**src/design/rfd_pkg.sv**
```systemverilog
package rfd_pkg;

   // Fixed widths of the item fields.
   localparam int BYTE_W   = 8;
   localparam int POS_W    = 9;
   localparam int TICK_W   = 16;
   localparam int EXP_W    = 9;
   localparam int CMP_W    = 10;

   // Depth of the queue between the front and back parts.
   localparam int QUEUE_DEPTH = 2;

   // Line codes.
   localparam logic [BYTE_W-1:0] BYTE_START_LONG  = 8'hFD;
   localparam logic [BYTE_W-1:0] BYTE_START_SHORT = 8'hFE;
   localparam logic [BYTE_W-1:0] BYTE_ESCAPE      = 8'hFC;
   localparam logic [BYTE_W-1:0] BYTE_ACK         = 8'hF8;

   // Header layout.
   localparam logic [POS_W-1:0] HDR_CTRL_POS      = 9'd5;
   localparam logic [POS_W-1:0] HDR_SHORT_LEN_POS = 9'd6;
   localparam logic [POS_W-1:0] HDR_LONG_LEN_POS  = 9'd10;
   localparam logic [POS_W-1:0] HDR_FE_LEN_POS    = 9'd3;
   localparam logic [EXP_W-1:0] SHORT_LEN_BIAS    = 9'd7;
   localparam logic [EXP_W-1:0] LONG_LEN_BIAS     = 9'd11;

   // Register reset value.
   localparam logic [TICK_W-1:0] GAP_TIMEOUT_RESET = 16'd7;

   // Input command codes.
   typedef enum logic {
      CMD_BYTE = 1'b0,
      CMD_TICK = 1'b1
   } cmd_type;

   // Class of a queued item.
   typedef enum logic [1:0] {
      ITEM_TICK   = 2'd0,
      ITEM_ESCAPE = 2'd1,
      ITEM_START  = 2'd2,
      ITEM_PLAIN  = 2'd3
   } item_kind_type;

   // Class of the first byte of a frame.
   typedef enum logic [1:0] {
      START_OTHER = 2'd0,
      START_LONG  = 2'd1,
      START_SHORT = 2'd2,
      START_ACK   = 2'd3
   } start_kind_type;

   typedef enum logic {
      RESULT_DATA = 1'b0,
      RESULT_END  = 1'b1
   } result_kind_type;

   typedef enum logic [1:0] {
      STATUS_LENGTH    = 2'd0,
      STATUS_ACK       = 2'd1,
      STATUS_COLLISION = 2'd2,
      STATUS_GAP       = 2'd3
   } frame_status_type;

   // One classified item as it travels through the queue.
   typedef struct packed {
      item_kind_type       kind;
      logic [BYTE_W-1:0]   data;
      logic                tx;
      start_kind_type      plain_code;
      start_kind_type      escaped_code;
   } entry_type;

   // One result item.
   typedef struct packed {
      result_kind_type     kind;
      logic [BYTE_W-1:0]   data;
      logic [POS_W-1:0]    position;
      frame_status_type    status;
      logic                echo;
      logic                last;
   } result_type;

   // Start class of a byte as it would be delivered.
   function automatic start_kind_type start_code(input logic [BYTE_W-1:0] b);
      start_kind_type code;
      priority if (b == BYTE_START_LONG) begin
         code = START_LONG;
      end else if (b == BYTE_START_SHORT) begin
         code = START_SHORT;
      end else if (b == BYTE_ACK) begin
         code = START_ACK;
      end else begin
         code = START_OTHER;
      end
      return code;
   endfunction

   // The short header carries its length in byte 6.
   function automatic logic is_short_form(input logic [BYTE_W-1:0] ctrl);
      return (ctrl[1:0] == 2'b11) || !ctrl[3];
   endfunction

   function automatic result_type make_end(input frame_status_type status,
                                           input logic echo);
      result_type r;
      r.kind     = RESULT_END;
      r.data     = '0;
      r.position = '0;
      r.status   = status;
      r.echo     = echo;
      r.last     = 1'b0;
      return r;
   endfunction

   function automatic result_type make_data(input logic [BYTE_W-1:0] d,
                                            input logic [POS_W-1:0] pos,
                                            input logic echo);
      result_type r;
      r.kind     = RESULT_DATA;
      r.data     = d;
      r.position = pos;
      r.status   = STATUS_LENGTH;
      r.echo     = echo;
      r.last     = 1'b0;
      return r;
   endfunction

endpackage

```
**src/design/rfd_front.sv**
```systemverilog
module rfd_front (
   input  logic                        req_cmd,
   input  logic [rfd_pkg::BYTE_W-1:0]  req_rx_byte,
   input  logic                        req_own_transmit,
   output rfd_pkg::entry_type          entry
);

   logic [rfd_pkg::BYTE_W-1:0] escaped_byte;

   // An escaped byte is delivered with its top bit set.
   assign escaped_byte = {1'b1, req_rx_byte[rfd_pkg::BYTE_W-2:0]};

   // Sort the item into tick, escape, start byte or ordinary byte, and
   // work out the start class of both forms the byte may take.
   always_comb begin
      entry.data         = req_rx_byte;
      entry.tx           = req_own_transmit;
      entry.plain_code   = rfd_pkg::start_code(req_rx_byte);
      entry.escaped_code = rfd_pkg::start_code(escaped_byte);
      priority if (req_cmd == rfd_pkg::CMD_TICK) begin
         entry.kind = rfd_pkg::ITEM_TICK;
      end else if (req_rx_byte == rfd_pkg::BYTE_ESCAPE) begin
         entry.kind = rfd_pkg::ITEM_ESCAPE;
      end else if (req_rx_byte == rfd_pkg::BYTE_START_LONG ||
                   req_rx_byte == rfd_pkg::BYTE_START_SHORT) begin
         entry.kind = rfd_pkg::ITEM_START;
      end else begin
         entry.kind = rfd_pkg::ITEM_PLAIN;
      end
   end

endmodule

```
**src/design/rfd_queue.sv**
```systemverilog
module rfd_queue (
   input  logic                clock,
   input  logic                reset,
   input  logic                push_valid,
   input  rfd_pkg::entry_type  push_entry,
   output logic                full,
   input  logic                pop,
   output logic                pop_valid,
   output rfd_pkg::entry_type  pop_entry
);

   localparam int PTR_W = (rfd_pkg::QUEUE_DEPTH > 1) ? $clog2(rfd_pkg::QUEUE_DEPTH) : 1;
   localparam int CNT_W = $clog2(rfd_pkg::QUEUE_DEPTH + 1);
   localparam logic [PTR_W-1:0] LAST_PTR = PTR_W'(rfd_pkg::QUEUE_DEPTH - 1);
   localparam logic [CNT_W-1:0] FULL_CNT = CNT_W'(rfd_pkg::QUEUE_DEPTH);

   rfd_pkg::entry_type  store_ff [rfd_pkg::QUEUE_DEPTH];
   logic [PTR_W-1:0]    wr_ptr_ff, wr_ptr_in;
   logic [PTR_W-1:0]    rd_ptr_ff, rd_ptr_in;
   logic [CNT_W-1:0]    count_ff, count_in;
   logic                do_push;
   logic                do_pop;

   assign full      = (count_ff == FULL_CNT);
   assign pop_valid = (count_ff != '0);
   assign pop_entry = store_ff[rd_ptr_ff];
   assign do_push   = push_valid && !full;
   assign do_pop    = pop && pop_valid;

   // Pointer and fill count updates.
   always_comb begin
      wr_ptr_in = wr_ptr_ff;
      rd_ptr_in = rd_ptr_ff;
      count_in  = count_ff;
      if (do_push) begin
         wr_ptr_in = (wr_ptr_ff == LAST_PTR) ? '0 : wr_ptr_ff + 1'b1;
      end
      if (do_pop) begin
         rd_ptr_in = (rd_ptr_ff == LAST_PTR) ? '0 : rd_ptr_ff + 1'b1;
      end
      if (do_push && !do_pop) begin
         count_in = count_ff + 1'b1;
      end else if (do_pop && !do_push) begin
         count_in = count_ff - 1'b1;
      end
   end

   always_ff @(posedge clock) begin
      if (reset) begin
         wr_ptr_ff <= '0;
         rd_ptr_ff <= '0;
         count_ff  <= '0;
      end else begin
         wr_ptr_ff <= wr_ptr_in;
         rd_ptr_ff <= rd_ptr_in;
         count_ff  <= count_in;
      end
   end

   // Entry storage needs no reset.
   always_ff @(posedge clock) begin
      if (do_push) begin
         store_ff[wr_ptr_ff] <= push_entry;
      end
   end

endmodule

```
**src/design/rfd_back.sv**
```systemverilog
module rfd_back #(
   parameter int MAX_FRAME_BYTES = 512
) (
   input  logic                        clock,
   input  logic                        reset,
   input  logic                        q_valid,
   input  rfd_pkg::entry_type          q_entry,
   output logic                        q_pop,
   input  logic [rfd_pkg::TICK_W-1:0]  gap_timeout,
   output logic                        rsp_valid,
   input  logic                        rsp_stall,
   output rfd_pkg::result_type         rsp_result
);

   localparam int CW = $clog2(MAX_FRAME_BYTES);
   localparam logic [CW:0] MAX_COUNT = (CW + 1)'(MAX_FRAME_BYTES);

   // Frame state.
   logic                            in_frame_ff, in_frame_in;
   logic                            esc_ff, esc_in;
   logic [CW-1:0]                   count_ff, count_in;
   rfd_pkg::start_kind_type         start_ff, start_in;
   logic                            short_ff, short_in;
   logic [rfd_pkg::EXP_W-1:0]       exp_ff, exp_in;
   logic                            lk_ff, lk_in;
   logic [rfd_pkg::TICK_W-1:0]      gap_ff, gap_in;
   logic                            echo_ff, echo_in;

   // Two result slots: slot a drives the port, slot b holds a second result.
   logic                            av_ff, av_in;
   logic                            bv_ff, bv_in;
   rfd_pkg::result_type             a_ff, a_in;
   rfd_pkg::result_type             b_ff, b_in;

   // Work signals of one item.
   rfd_pkg::result_type             r0, r1;
   logic [1:0]                      nres;
   logic                            taken;
   logic                            can_pop;
   logic                            clear;
   logic                            collision;
   logic                            do_push;
   logic [rfd_pkg::BYTE_W-1:0]      push_d;
   rfd_pkg::start_kind_type         push_code;
   logic [CW-1:0]                   pos;
   logic [rfd_pkg::POS_W-1:0]       pos9;
   logic [CW:0]                     cnt1;
   logic                            check_short;
   logic                            end_now;
   rfd_pkg::frame_status_type       end_status;
   logic [rfd_pkg::TICK_W-1:0]      gap_next;

   assign taken      = av_ff && !rsp_stall;
   assign can_pop    = !bv_ff && (!av_ff || taken);
   assign q_pop      = q_valid && can_pop;
   assign rsp_valid  = av_ff;
   assign rsp_result = a_ff;
   assign gap_next   = (gap_ff == '1) ? gap_ff : gap_ff + 1'b1;
   assign collision  = (q_entry.kind == rfd_pkg::ITEM_START) && (count_ff != '0);

   // Carry out one queued item: update the frame state and build its results.
   always_comb begin
      in_frame_in = in_frame_ff;
      esc_in      = esc_ff;
      count_in    = count_ff;
      start_in    = start_ff;
      short_in    = short_ff;
      exp_in      = exp_ff;
      lk_in       = lk_ff;
      gap_in      = gap_ff;
      echo_in     = echo_ff;
      r0          = '0;
      r1          = '0;
      nres        = 2'd0;
      clear       = 1'b0;
      do_push     = 1'b0;
      push_d      = q_entry.data;
      push_code   = q_entry.plain_code;
      pos         = '0;
      pos9        = '0;
      cnt1        = '0;
      check_short = 1'b0;
      end_now     = 1'b0;
      end_status  = rfd_pkg::STATUS_LENGTH;

      if (q_pop) begin
         if (q_entry.kind == rfd_pkg::ITEM_TICK) begin
            // Timer tick: only an open frame counts the gap.
            if (in_frame_ff) begin
               gap_in = gap_next;
               if (gap_next >= gap_timeout) begin
                  if (count_ff != '0) begin
                     r0   = rfd_pkg::make_end(rfd_pkg::STATUS_GAP, echo_ff);
                     nres = 2'd1;
                  end
                  clear = 1'b1;
               end
            end
         end else begin
            gap_in = '0;
            if (collision) begin
               // The old frame ends, the start byte opens a fresh one.
               r0          = rfd_pkg::make_end(rfd_pkg::STATUS_COLLISION,
                                               echo_ff | q_entry.tx);
               nres        = 2'd1;
               in_frame_in = 1'b1;
               esc_in      = 1'b0;
               count_in    = '0;
               start_in    = rfd_pkg::START_OTHER;
               short_in    = 1'b1;
               exp_in      = '0;
               lk_in       = 1'b0;
               echo_in     = 1'b0;
               do_push     = 1'b1;
            end else begin
               in_frame_in = 1'b1;
               echo_in     = echo_ff | q_entry.tx;
               if (esc_ff) begin
                  esc_in    = 1'b0;
                  do_push   = 1'b1;
                  push_d    = {1'b1, q_entry.data[rfd_pkg::BYTE_W-2:0]};
                  push_code = q_entry.escaped_code;
               end else if (q_entry.kind == rfd_pkg::ITEM_ESCAPE) begin
                  esc_in = 1'b1;
               end else begin
                  do_push = 1'b1;
               end
            end
         end

         // Deliver a data byte and check whether the frame is complete.
         if (do_push) begin
            pos         = count_in;
            pos9        = rfd_pkg::POS_W'(pos);
            check_short = short_in;
            if (pos == '0) begin
               start_in = push_code;
            end
            if (pos9 == rfd_pkg::HDR_CTRL_POS) begin
               short_in = rfd_pkg::is_short_form(push_d);
            end
            if (nres == 2'd0) begin
               r0 = rfd_pkg::make_data(push_d, pos9, echo_in);
            end else begin
               r1 = rfd_pkg::make_data(push_d, pos9, echo_in);
            end
            nres     = nres + 2'd1;
            cnt1     = {1'b0, pos} + 1'b1;
            count_in = cnt1[CW-1:0];

            if (!lk_in) begin
               unique case (start_in)
                  rfd_pkg::START_LONG: begin
                     if (pos9 == rfd_pkg::HDR_SHORT_LEN_POS && check_short) begin
                        exp_in = rfd_pkg::EXP_W'(push_d) + rfd_pkg::SHORT_LEN_BIAS;
                        lk_in  = 1'b1;
                     end else if (pos9 == rfd_pkg::HDR_LONG_LEN_POS && !check_short) begin
                        exp_in = rfd_pkg::EXP_W'(push_d) + rfd_pkg::LONG_LEN_BIAS;
                        lk_in  = 1'b1;
                     end
                  end
                  rfd_pkg::START_SHORT: begin
                     if (pos9 == rfd_pkg::HDR_FE_LEN_POS) begin
                        exp_in = rfd_pkg::EXP_W'(push_d);
                        lk_in  = 1'b1;
                     end
                  end
                  rfd_pkg::START_ACK: begin
                     end_now    = 1'b1;
                     end_status = rfd_pkg::STATUS_ACK;
                  end
                  rfd_pkg::START_OTHER: begin
                  end
                  default: begin
                  end
               endcase
            end

            if (!end_now) begin
               if (lk_in && (rfd_pkg::CMP_W'(cnt1) >= rfd_pkg::CMP_W'(exp_in))) begin
                  end_now = 1'b1;
               end else if (cnt1 >= MAX_COUNT) begin
                  end_now = 1'b1;
               end
            end

            if (end_now) begin
               r1    = rfd_pkg::make_end(end_status, echo_in);
               nres  = 2'd2;
               clear = 1'b1;
            end
         end

         // Closing a frame returns the state to its idle values.
         if (clear) begin
            in_frame_in = 1'b0;
            esc_in      = 1'b0;
            count_in    = '0;
            start_in    = rfd_pkg::START_OTHER;
            short_in    = 1'b1;
            exp_in      = '0;
            lk_in       = 1'b0;
            gap_in      = '0;
            echo_in     = 1'b0;
         end

         // Mark the final result of the item.
         if (nres == 2'd1) begin
            r0.last = 1'b1;
         end else if (nres == 2'd2) begin
            r1.last = 1'b1;
         end
      end
   end

   // Result slots: the second slot drains into the first before new work.
   always_comb begin
      av_in = av_ff;
      bv_in = bv_ff;
      a_in  = a_ff;
      b_in  = b_ff;
      if (bv_ff) begin
         if (taken) begin
            a_in  = b_ff;
            bv_in = 1'b0;
         end
      end else begin
         if (taken) begin
            av_in = 1'b0;
         end
         if (q_pop && nres != 2'd0) begin
            a_in  = r0;
            av_in = 1'b1;
            if (nres == 2'd2) begin
               b_in  = r1;
               bv_in = 1'b1;
            end
         end
      end
   end

   always_ff @(posedge clock) begin
      if (reset) begin
         in_frame_ff <= 1'b0;
         esc_ff      <= 1'b0;
         count_ff    <= '0;
         start_ff    <= rfd_pkg::START_OTHER;
         short_ff    <= 1'b1;
         exp_ff      <= '0;
         lk_ff       <= 1'b0;
         gap_ff      <= '0;
         echo_ff     <= 1'b0;
         av_ff       <= 1'b0;
         bv_ff       <= 1'b0;
      end else begin
         in_frame_ff <= in_frame_in;
         esc_ff      <= esc_in;
         count_ff    <= count_in;
         start_ff    <= start_in;
         short_ff    <= short_in;
         exp_ff      <= exp_in;
         lk_ff       <= lk_in;
         gap_ff      <= gap_in;
         echo_ff     <= echo_in;
         av_ff       <= av_in;
         bv_ff       <= bv_in;
      end
   end

   // Result payloads need no reset.
   always_ff @(posedge clock) begin
      a_ff <= a_in;
      b_ff <= b_in;
   end

endmodule

```
**src/design/rs485_frame_deframer.sv**
```systemverilog
// Frame receiver for an escaped, start-byte framed serial line.
// The req channel takes one item per accepted cycle: a line byte
// (req_cmd low, req_rx_byte) or one timer tick (req_cmd high), with
// req_own_transmit flagging bytes heard while the host drives the line.
// The rsp channel returns unescaped frame bytes with their position and
// an end marker with the cause when a frame closes; rsp_last marks the
// final result of each item. An item gives zero, one or two results.
// The gap timeout is written through csr_wr_en and csr_wr_data; the user must
// write it only while idle, the block does not enforce this. The first result
// of an accepted item is registered in the queue and in slot a before it is
// valid. One item is taken every cycle as long as results are taken; an item
// with two results holds off the next item while slot b holds its second
// result, as the port carries one result a cycle. A two-entry queue separates
// the classifier from the frame logic, so a stalled receiver fills the queue
// and then raises req_stall; nothing is dropped. Reset empties the queue and
// result slots, closes any open frame and returns the gap timeout to 7 ticks.
module rs485_frame_deframer #(
   parameter int MAX_FRAME_BYTES = 512
) (
   input  logic                           clock,
   input  logic                           reset,
   input  logic                           req_valid,
   output logic                           req_stall,
   input  logic                           req_cmd,
   input  logic [rfd_pkg::BYTE_W-1:0]     req_rx_byte,
   input  logic                           req_own_transmit,
   output logic                           rsp_valid,
   input  logic                           rsp_stall,
   output logic                           rsp_kind,
   output logic [rfd_pkg::BYTE_W-1:0]     rsp_data,
   output logic [rfd_pkg::POS_W-1:0]      rsp_position,
   output logic [1:0]                     rsp_frame_status,
   output logic                           rsp_echo,
   output logic                           rsp_last,
   input  logic                           csr_wr_en,
   input  logic [rfd_pkg::TICK_W-1:0]     csr_wr_data
);

   logic [rfd_pkg::TICK_W-1:0] timeout_ff, timeout_in;
   rfd_pkg::entry_type         front_entry;
   rfd_pkg::entry_type         q_entry;
   logic                       q_full;
   logic                       q_valid;
   logic                       q_pop;
   rfd_pkg::result_type        result;

   // Gap timeout register.
   assign timeout_in = csr_wr_en ? csr_wr_data : timeout_ff;

   always_ff @(posedge clock) begin
      if (reset) begin
         timeout_ff <= rfd_pkg::GAP_TIMEOUT_RESET;
      end else begin
         timeout_ff <= timeout_in;
      end
   end

   rfd_front u_front (
      .req_cmd          (req_cmd),
      .req_rx_byte      (req_rx_byte),
      .req_own_transmit (req_own_transmit),
      .entry            (front_entry)
   );

   rfd_queue u_queue (
      .clock      (clock),
      .reset      (reset),
      .push_valid (req_valid),
      .push_entry (front_entry),
      .full       (q_full),
      .pop        (q_pop),
      .pop_valid  (q_valid),
      .pop_entry  (q_entry)
   );

   assign req_stall = q_full;

   rfd_back #(
      .MAX_FRAME_BYTES (MAX_FRAME_BYTES)
   ) u_back (
      .clock       (clock),
      .reset       (reset),
      .q_valid     (q_valid),
      .q_entry     (q_entry),
      .q_pop       (q_pop),
      .gap_timeout (timeout_ff),
      .rsp_valid   (rsp_valid),
      .rsp_stall   (rsp_stall),
      .rsp_result  (result)
   );

   // Result fields onto their ports.
   assign rsp_kind         = result.kind;
   assign rsp_data         = result.data;
   assign rsp_position     = result.position;
   assign rsp_frame_status = result.status;
   assign rsp_echo         = result.echo;
   assign rsp_last         = result.last;

endmodule
```
**config.mk**
```make
export PLATFORM = sky130hd
export DESIGN_NAME = rs485_frame_deframer
export DESIGN_NICKNAME = d
export VERILOG_FILES = /design/src/design/rfd_pkg.sv /design/src/design/rfd_front.sv /design/src/design/rfd_queue.sv /design/src/design/rfd_back.sv /design/src/design/rs485_frame_deframer.sv
export SDC_FILE = /design/constraint.sdc
export NUM_CORES = 1
export LEC_CHECK = 0
export BUFFER_PORTS_ARGS = -buffer_cell sky130_fd_sc_hd__buf_2
export CAP_MARGIN = 20
export CELL_PAD_IN_SITES_DETAIL_PLACEMENT = 1
export CELL_PAD_IN_SITES_GLOBAL_PLACEMENT = 1
export CORE_MARGIN = 1
export CORE_UTILIZATION = 30
export CTS_CLUSTER_SIZE = 14
export DETAILED_ROUTE_END_ITERATION = 10
export GPL_TIMING_DRIVEN = 0
export PLACE_DENSITY = 0.55
export SLEW_MARGIN = 10
export SYNTH_ARGS = -nofsm -noshare
export SYNTH_HDL_FRONTEND = slang
export SYNTH_SLANG_ARGS = --single-unit
```
**constraint.sdc**
```tcl
create_clock -name clock -period 12.5 [get_ports clock]
set_input_delay 0.625 -clock clock [delete_from_list [all_inputs] [get_ports clock]]
set_output_delay 0.625 -clock clock [all_outputs]
set_load 0.02 [all_outputs]
```
# ---- Word level (Yosys, flattened, before mapping)
# Memory sizes are Yosys's and may differ from the RTL's. A register that Yosys moved wholly into a read port is not among the register bits.
# Cells that the tools add are included.
dict set report classes {
  muxes 134
  bitwise_logic 4
  n_eq_ne 25
  n_div 0
  magnitude_cmp 3
  n_addsub 9
  n_mul 0
  n_reduce_logical 39
  shifts 0
}
# operator count
set ops {}
lappend ops {{$mux 22} 12}
lappend ops {{$mux 9} 15}
lappend ops {{$mux 1} 67}
lappend ops {{$mux 16} 4}
lappend ops {{$mux 2} 29}
lappend ops {{$eq 8x8->1 const B} 4}
lappend ops {{$mux 8} 4}
lappend ops {{$eq 7x7->1 const B} 3}
lappend ops {{$mux 21} 1}
lappend ops {{$eq 9x3->1 const B} 2}
lappend ops {{$pmux 9 s2} 1}
lappend ops {{$add 16x1->16 const B} 1}
lappend ops {{$eq 16x16->1 const B} 1}
lappend ops {{$ge 16x16->1} 1}
lappend ops {{$eq 2x2->1 const B} 7}
lappend ops {{$logic_and 1x1->1} 12}
lappend ops {{$add 9x1->10 const B} 1}
lappend ops {{$ge 10x10->1 const B} 1}
lappend ops {{$ge 10x9->1} 1}
lappend ops {{$reduce_and 2->1} 5}
lappend ops {{$reduce_bool 2->1} 5}
lappend ops {{$add 8x3->9 const B} 1}
lappend ops {{$add 8x4->9 const B} 1}
lappend ops {{$eq 9x2->1 const B} 1}
lappend ops {{other kinds (17)} 34}
dict set report totals {
  rom_bits 0
  latch_bits 0
  mem_bits_rw 30
  elab_cells 242
  regBits 107
  output_inout_bits 24
  memories 1
}
# memory depth word_bits read_ports rd_clocked_by_memory_dff wr line_no
set memory_table {}
lappend memory_table {u_queue.store_ff 2 15 1 1 1 rfd_queue.sv:17} ;# rfd_pkg::entry_type store_ff [rfd_pkg::QUEUE_DEPTH];

# ---- Logic depth before layout (Yosys ltp)
# Gate-level depths: netlist of run 1.
dict set report depth {
  ltp_word 29
  depth_mapped 25
  mapped_depth_nobuf 23
}

# ---- Modules after synthesis
# From an unflattened synthesis of run 1, not the netlist that was laid out.
dict set report unflattened {
  hier_cells 729
  area_unflattened_um2 7408.4
}
# module cells_per_inst area_each_um2 n_inst seq_area_each_um2
set by_module_without_submodules {}
lappend by_module_without_submodules {rfd_back 582 5350.1 1 2152.1}
lappend by_module_without_submodules {rfd_queue 72 1302.5 1 1001.0}
lappend by_module_without_submodules {rs485_frame_deframer 52 585.6 1 320.3}
lappend by_module_without_submodules {rfd_front 23 170.2 1 0.0}

# ---- Worst setup path after synthesis of run 1
# Ideal clock, no wire load.
dict set report synth_path {
  kind {reg-to-reg}
  start {memory u_queue.store_ff[0][13] (netlist bit)}
  end {register u_back.esc_ff}
  period_less_slack_ns 5.500
  arrival_time_ns 5.409
  path_stages_with_launch 21
  path_buffers 1
  path_slack_ns 7.000
  path_cell_list {edfxtp_1 -> or3b_1 -> clkbuf_2 -> a32oi_2 -> nor2_1 -> mux4_2 -> a22oi_1 -> inv_1 -> ha_1 -> inv_1 -> a21oi_1 -> a31oi_2 -> a221oi_2 -> ha_1 -> a21o_1 -> a21oi_1 -> o21ai_0 -> a41o_2 -> o41ai_1 -> a41oi_1 -> a311oi_1}
}
# item line_no
set synth_lines {}
lappend synth_lines {{from (decl)} rfd_queue.sv:17}
lappend synth_lines {{to (signal assigned)} rfd_back.sv:257} ;# esc_ff <= esc_in;
lappend synth_lines {{to (decl)} rfd_back.sv:20} ;# logic esc_ff, esc_in;

==> run metrics, run 1 <==
status finished clean; Final TNS setup 0 ns; Final HPWL DP 17700 um; Worst Skew 0.0116 ns; clk buf depth 2; RSZ-0062 raised after global routing false; max-slew violation count 0; LEAKAGE 3.41 nW; postcts setup bufs 0; Post-synth EDFFs 73; Crit. End Element register; initial antenna violation count 0; GPL Wtd Cong 0.809; final worst path period need 6.74 ns; Die ar. 0.0260 mm^2; first-pass GRT wire length 36500 um; CP Data Arrival Time 6.77 ns; Post-Syn Area 0.00761 mm^2; power per cell area 186 mW/mm^2; kind of start point of the critical path register; DRC errors left 0; H-tree lvl count 4; fin crit share 53.9%; Overall Global Routing Usage 18.2%; core box area 0.0246 mm^2; sequential power share 35.1%; WL/cell 19.4 um; pin count of the biggest net entering global routing 23; Hold-fix buffers, CTS 0; crit-path max FO 21; die height 161 um; Slew @ Worst Pin 0.962 ns; post-route antenna net violation count 0; DRT Pass-1 Iters 4; clk slew on worst S/H paths 0.06 ns; hold path depth 1; vias per cell 5.27; Crit Path Class register to register; Peak Freq 148 MHz; Die X 161 um; Synth area leader edfxtp_1; vias in the first global route 6648; max-cap violations 0; CTS Buf Count 17; routed vias 6208; TritonCTS clock tree done; clock power share 33.0%; Routed WL 22800 um; most common cell after layout, fill and taps aside edfxtp_1; Std-Cell Rows 57; top post-synthesis cells by area edfxtp_1, dfxtp_1, ha_1, nor2_1, mux2i_1; Ys Warns 0; share of layout cells above drive strength 1 15.8%; most frequent cells in the layout edfxtp_1, nor2_1, nand2_1, dfxtp_1, buf_2; asr flop ratio synth 0%; #FFs+latches synth 137; Worst EP required 12.53 ns; DP Worst Slack 5.75 ns; Initial Util 30.9%; final setup violation count 0; combinational power share 31.9%; num ports 55; R2R depth 20; clk sink count 137; sequential area share after synthesis 45.6%; number of port buffers 53; Cells after Synth 758; peak supply drop 61.4 uV; Netlist cell types 94; Final WS setup 5.76 ns; synthesized area per cell 10.0 um^2; Final Hold Fails 0; Area Overhead vs Synth 17.8%; Post-CTS Resized 0; Switching Power 0.614 mW; internal power consumption 1.06 mW; class of the worst hold path primary input to register; ys flop type edfxtp_1; final net count 907; Slew headroom 35.4%; Sw Share 36.7%; Initial DRC Count 336; grt ovf 0; top cell type's share of synthesized area 28.8%; root buffer cell clkbuf_16; Worst-Skew Late Latency 0.43 ns
## Yosys cell counts (12+ instances only)
cell and number:
mux2i_1 26, nand3_1 30, nor2_1 70, a22oi_1 12, edfxtp_1 73, dfxtp_1 64, ha_1 36, xnor2_1 15
clkbuf_1 15, a21oi_1 47, nand4_1 12, nand2_1 65, o21ai_0 38, a22o_1 21, inv_1 37
## critical path: stages (launching register included)
cell      delay (ns)
edfxtp_1        0.44
or3b_1          0.37
clkbuf_2        0.18
a32oi_2         0.55
nor2_1          0.17
mux4_2          0.34
a22oi_1         0.33
inv_1           0.11
ha_1            0.38
inv_1           0.09
a21oi_1         0.43
a31oi_2         0.38
a221oi_2        0.44
ha_1            0.31
a21o_1          0.18
a21oi_1         0.12
o21ai_0         0.10
a41o_2          0.38
a211oi_4        0.39
a21o_2          0.24
inv_1           0.37
## power groups by stage
stage               combinational, mW  sequential, mW  clock (mW)
global route                    0.586           0.594       0.578
CTS                             0.536           0.587       0.567
global placement                0.520           0.593           0
finish                          0.534           0.586       0.552
detailed placement              0.534           0.597           0
floorplan                       0.329           0.619           0
## flip-flops by register name, indices dropped and copies added (netlist names), 2 cells and up, named ones only
signal and cells:
u_queue.store_ff 30, u_back.rsp_result 22, u_back.b_ff 21, timeout_ff 16
u_back.gap_ff 16, u_back.count_ff 9, u_back.exp_ff 9, u_back.start_ff 2
u_queue.count_ff 2
## logic make-up after synthesis
group,Yosys count,share of synthesized area (%)
AND/OR/NAND/NOR,246,16.2
XOR/XNOR,25,2.88
multiplexers,33,4.75
other,1,0.0493
adder cells (fa/ha/maj),36,5.92
buffers and inverters,70,4.72
AO/OA/AOI/OAI,210,19.9
flip-flops,137,45.6
## worst paths after layout
path         slack [ns]                     from                endpoint
max reg2reg        5.76  u_queue.store_ff[0][13]         u_back.b_ff[11]
min                0.40         req_own_transmit  u_queue.store_ff[0][4]
min reg2reg        0.47         u_back.exp_ff[5]        u_back.exp_ff[5]
max                5.76  u_queue.store_ff[0][13]         u_back.b_ff[11]
## layer usage
metal  share of wire, %  track usage [%]  vias to the layer above  routed length, um
met4                2.0             7.08                        0                458
met3                3.6             2.85                       32                813
li1                   -                -                     2993                  -
met1                 49             24.6                     3074              11100
met2                 46             29.1                      109              10400
met5                  0                0                        -                  0
## through the flow
step | util, % | instances | hold slack, ns | cell area, um^2 | total power, mW
finish | 36.5 | 1178 | 0.395 | 8970 | 1.67
global route | 36.4 | 1177 | 0.395 | 8970 | 1.76
CTS | 36.4 | 1177 | 0.387 | 8970 | 1.69
detailed placement | 33.8 | 1145 | 0.449 | 8330 | 1.13
global placement | 33.8 | 1143 | 0.447 | 8310 | 1.11
floorplan | - | 766 | 0.427 | 7640 | 0.948
## area by class of cell
type | count | area (um^2)
buffer | 33 | 220
clock buffer | 20 | 479
tap | 324 | 405
timing repair buffer | 55 | 278
clock inverter | 12 | 160
antenna | 1 | 2.50
multi-input combinational | 559 | 3810
fill | 2808 | 15600
inverter | 37 | 139
sequential | 137 | 3470
(Power assumes the default switching activity.)
==> run 2: changes to the inputs <==
==> constraint.sdc (replaced) <==
create_clock -name clock -period 6.5 [get_ports clock]
set_input_delay 0.325 -clock clock [delete_from_list [all_inputs] [get_ports clock]]
set_output_delay 0.325 -clock clock [all_outputs]
set_load 0.02 [all_outputs]
==> run 2 against run 1 <==
Effect of this change: final cell count grew 0.51%; clock power rose by 92%; sequential power rose by 93%; via count increased by 0.85%; register-to-register slack worse by 5.3 ns; combinational power increased by 100%; critical path type unchanged; critical endpoint unchanged; highest routed layer unchanged.
==> run metrics, run 2 (synthesized netlist as in run 1, its figures left out) <==
core box area 0.0246 mm^2; power per cell area 358 mW/mm^2; CP max stage cell edfxtp_1; most frequent cells in the layout edfxtp_1, nor2_1, nand2_1, dfxtp_1, buf_2; CTS Buf Count 17; RSZ-0062 raised after global routing false; Worst EP required 6.69 ns; filler instances 2806; root buffer cell clkbuf_16; DRC errors left 0; Final Hold Fails 0; class of the worst hold path primary input to register; Slew headroom 38.4%; max reg flops 30; DRT Pass-1 Iters 4; wire length on met1 11200 um; Worst Skew 0.00851 ns; Largest stage delay, worst path 0.45 ns; num ports 55; H-tree lvl count 4; Initial Util 30.9%; vias per cell 5.29; Slew @ Worst Pin 0.916 ns; most common cell after layout, fill and taps aside edfxtp_1; Worst-Skew Late Latency 0.43 ns; Die X 161 um; LEAKAGE 3.44 nW; reg-to-reg setup timing slack 0.43 ns; Routed WL 23100 um; die height 161 um; DR WL met3 628 um; share of layout cells above drive strength 1 17.2%; status finished clean; Final HPWL DP 17700 um; kind of start point of the critical path register; first-pass GRT wire length 36800 um; met2 WL 10800 um; Peak Freq 165 MHz; fin crit share 93.3%; final setup violation count 0; Die ar. 0.0260 mm^2; clk slew on worst S/H paths 0.06 ns; pin count of the biggest net entering global routing 23; Final TNS setup 0 ns; GPL Wtd Cong 0.809; Most flops, register u_queue.store_ff; cell repeated most along the worst path a21oi_1; clk buf depth 2; Top Metal Used met4; crit-path max FO 11; WL/cell 19.5 um; post-route antenna net violation count 0; Initial DRC Count 357; grt ovf 0; Area Overhead vs Synth 19.3%; Crit. End Element register; Overall Global Routing Usage 18.4%; Crit Path Class register to register; initial antenna violation count 0; number of port buffers 53; final net count 914; Std-Cell Rows 57; final worst path period need 6.07 ns; max-cap violations 0; peak supply drop 117 uV; # diodes 0; clk sink count 137; CP Data Arrival Time 6.25 ns; vias in the first global route 6661; DP Cell Count 1145; CP cell instances or3b_1, clkbuf_2, a32oi_4, nor2_1, mux4_2, a22oi_1, inv_1, ha_1, inv_1, a21oi_4, nand2_1, o21a_1, a21oi_1, a21oi_1, ha_1, a21o_1, a21oi_1, o21ai_0, a41o_2, a211oi_4, a21o_2, clkinvlp_4, buf_12; routed vias 6261; TritonCTS clock tree done; final std cells w/o fill 1184; max-slew violation count 0
-- run 2: cell count changes in the layout (fill, tap and decap cells not counted), sizes merged --
cell	delta
buf	+5
clkinvlp	+3
diode	-1
inv	-1
-- run 2: critical path, delay by kind of cell, from the launching register on --
family	cells	cell delay [ns]
compound gates	12	2.98
fa+ha+maj	2	0.60
buf+inv	5	0.74
flops	1	0.45
mux	1	0.32
simple gates	3	0.71
-- run 2: path summary, 6_finish.rpt --
kind | start | cells past startpoint | endpoint
worst max-delay path | u_queue.store_ff[0][13] | 23 | u_back.b_ff[11]
worst min-delay path | req_own_transmit | 1 | u_queue.store_ff[0][4]
worst max register to register | u_queue.store_ff[0][13] | 23 | u_back.b_ff[11]
worst min register to register | u_back.exp_ff[5] | 1 | u_back.exp_ff[5]
-- run 2: timing repair --
item | CTS | global route
hold buffers | 0 | 0
endpoints found under the setup margin | 24 | 24
cloned | 1 | 1
gates resized for setup | 5 | 6
setup buffers | 0 | 5
pin swaps | 0 | 1
-- run 2: layout make-up --
type	instances	area, um^2	area share (%)
Buffer	33	220	2.42
Clock buffer	20	479	5.27
Clock inverter	12	160	1.76
Inverter	37	143	1.57
Multi-Input combinational cell	559	3860	42.5
Sequential cell	137	3470	38.2
Tap cell	324	405	4.46
Timing Repair Buffer	60	328	3.61
Timing Repair inverter	2	15.0	0.165
-- run 2: through the flow --
step	area [um^2]	hold WS (ns)	worst slack [ns]	total power [mW]	utilization, %
2_1_floorplan	7640	0.424	1.00	1.82	-
3_3_place_gp	8310	0.447	-0.411	2.14	33.8
3_5_place_dp	8330	0.449	-0.252	2.17	33.8
4_1_cts	9000	0.0871	0.206	3.26	36.6
5_1_grt	9080	0.0947	0.123	3.42	36.9
6_report	9080	0.0982	0.435	3.26	36.9
-- run 2: power breakdown --
group	switching (mW)	internal, mW
Combinational	0.732	0.337
Clock	0.405	0.654
Sequential	0.0644	1.06
-- run 2: metal layers --
metal,vias to the layer above,global-route usage (%)
met4,0,6.78
met1,3128,24.7
li1,3006,-
met5,-,0
met3,27,2.77
met2,100,29.7
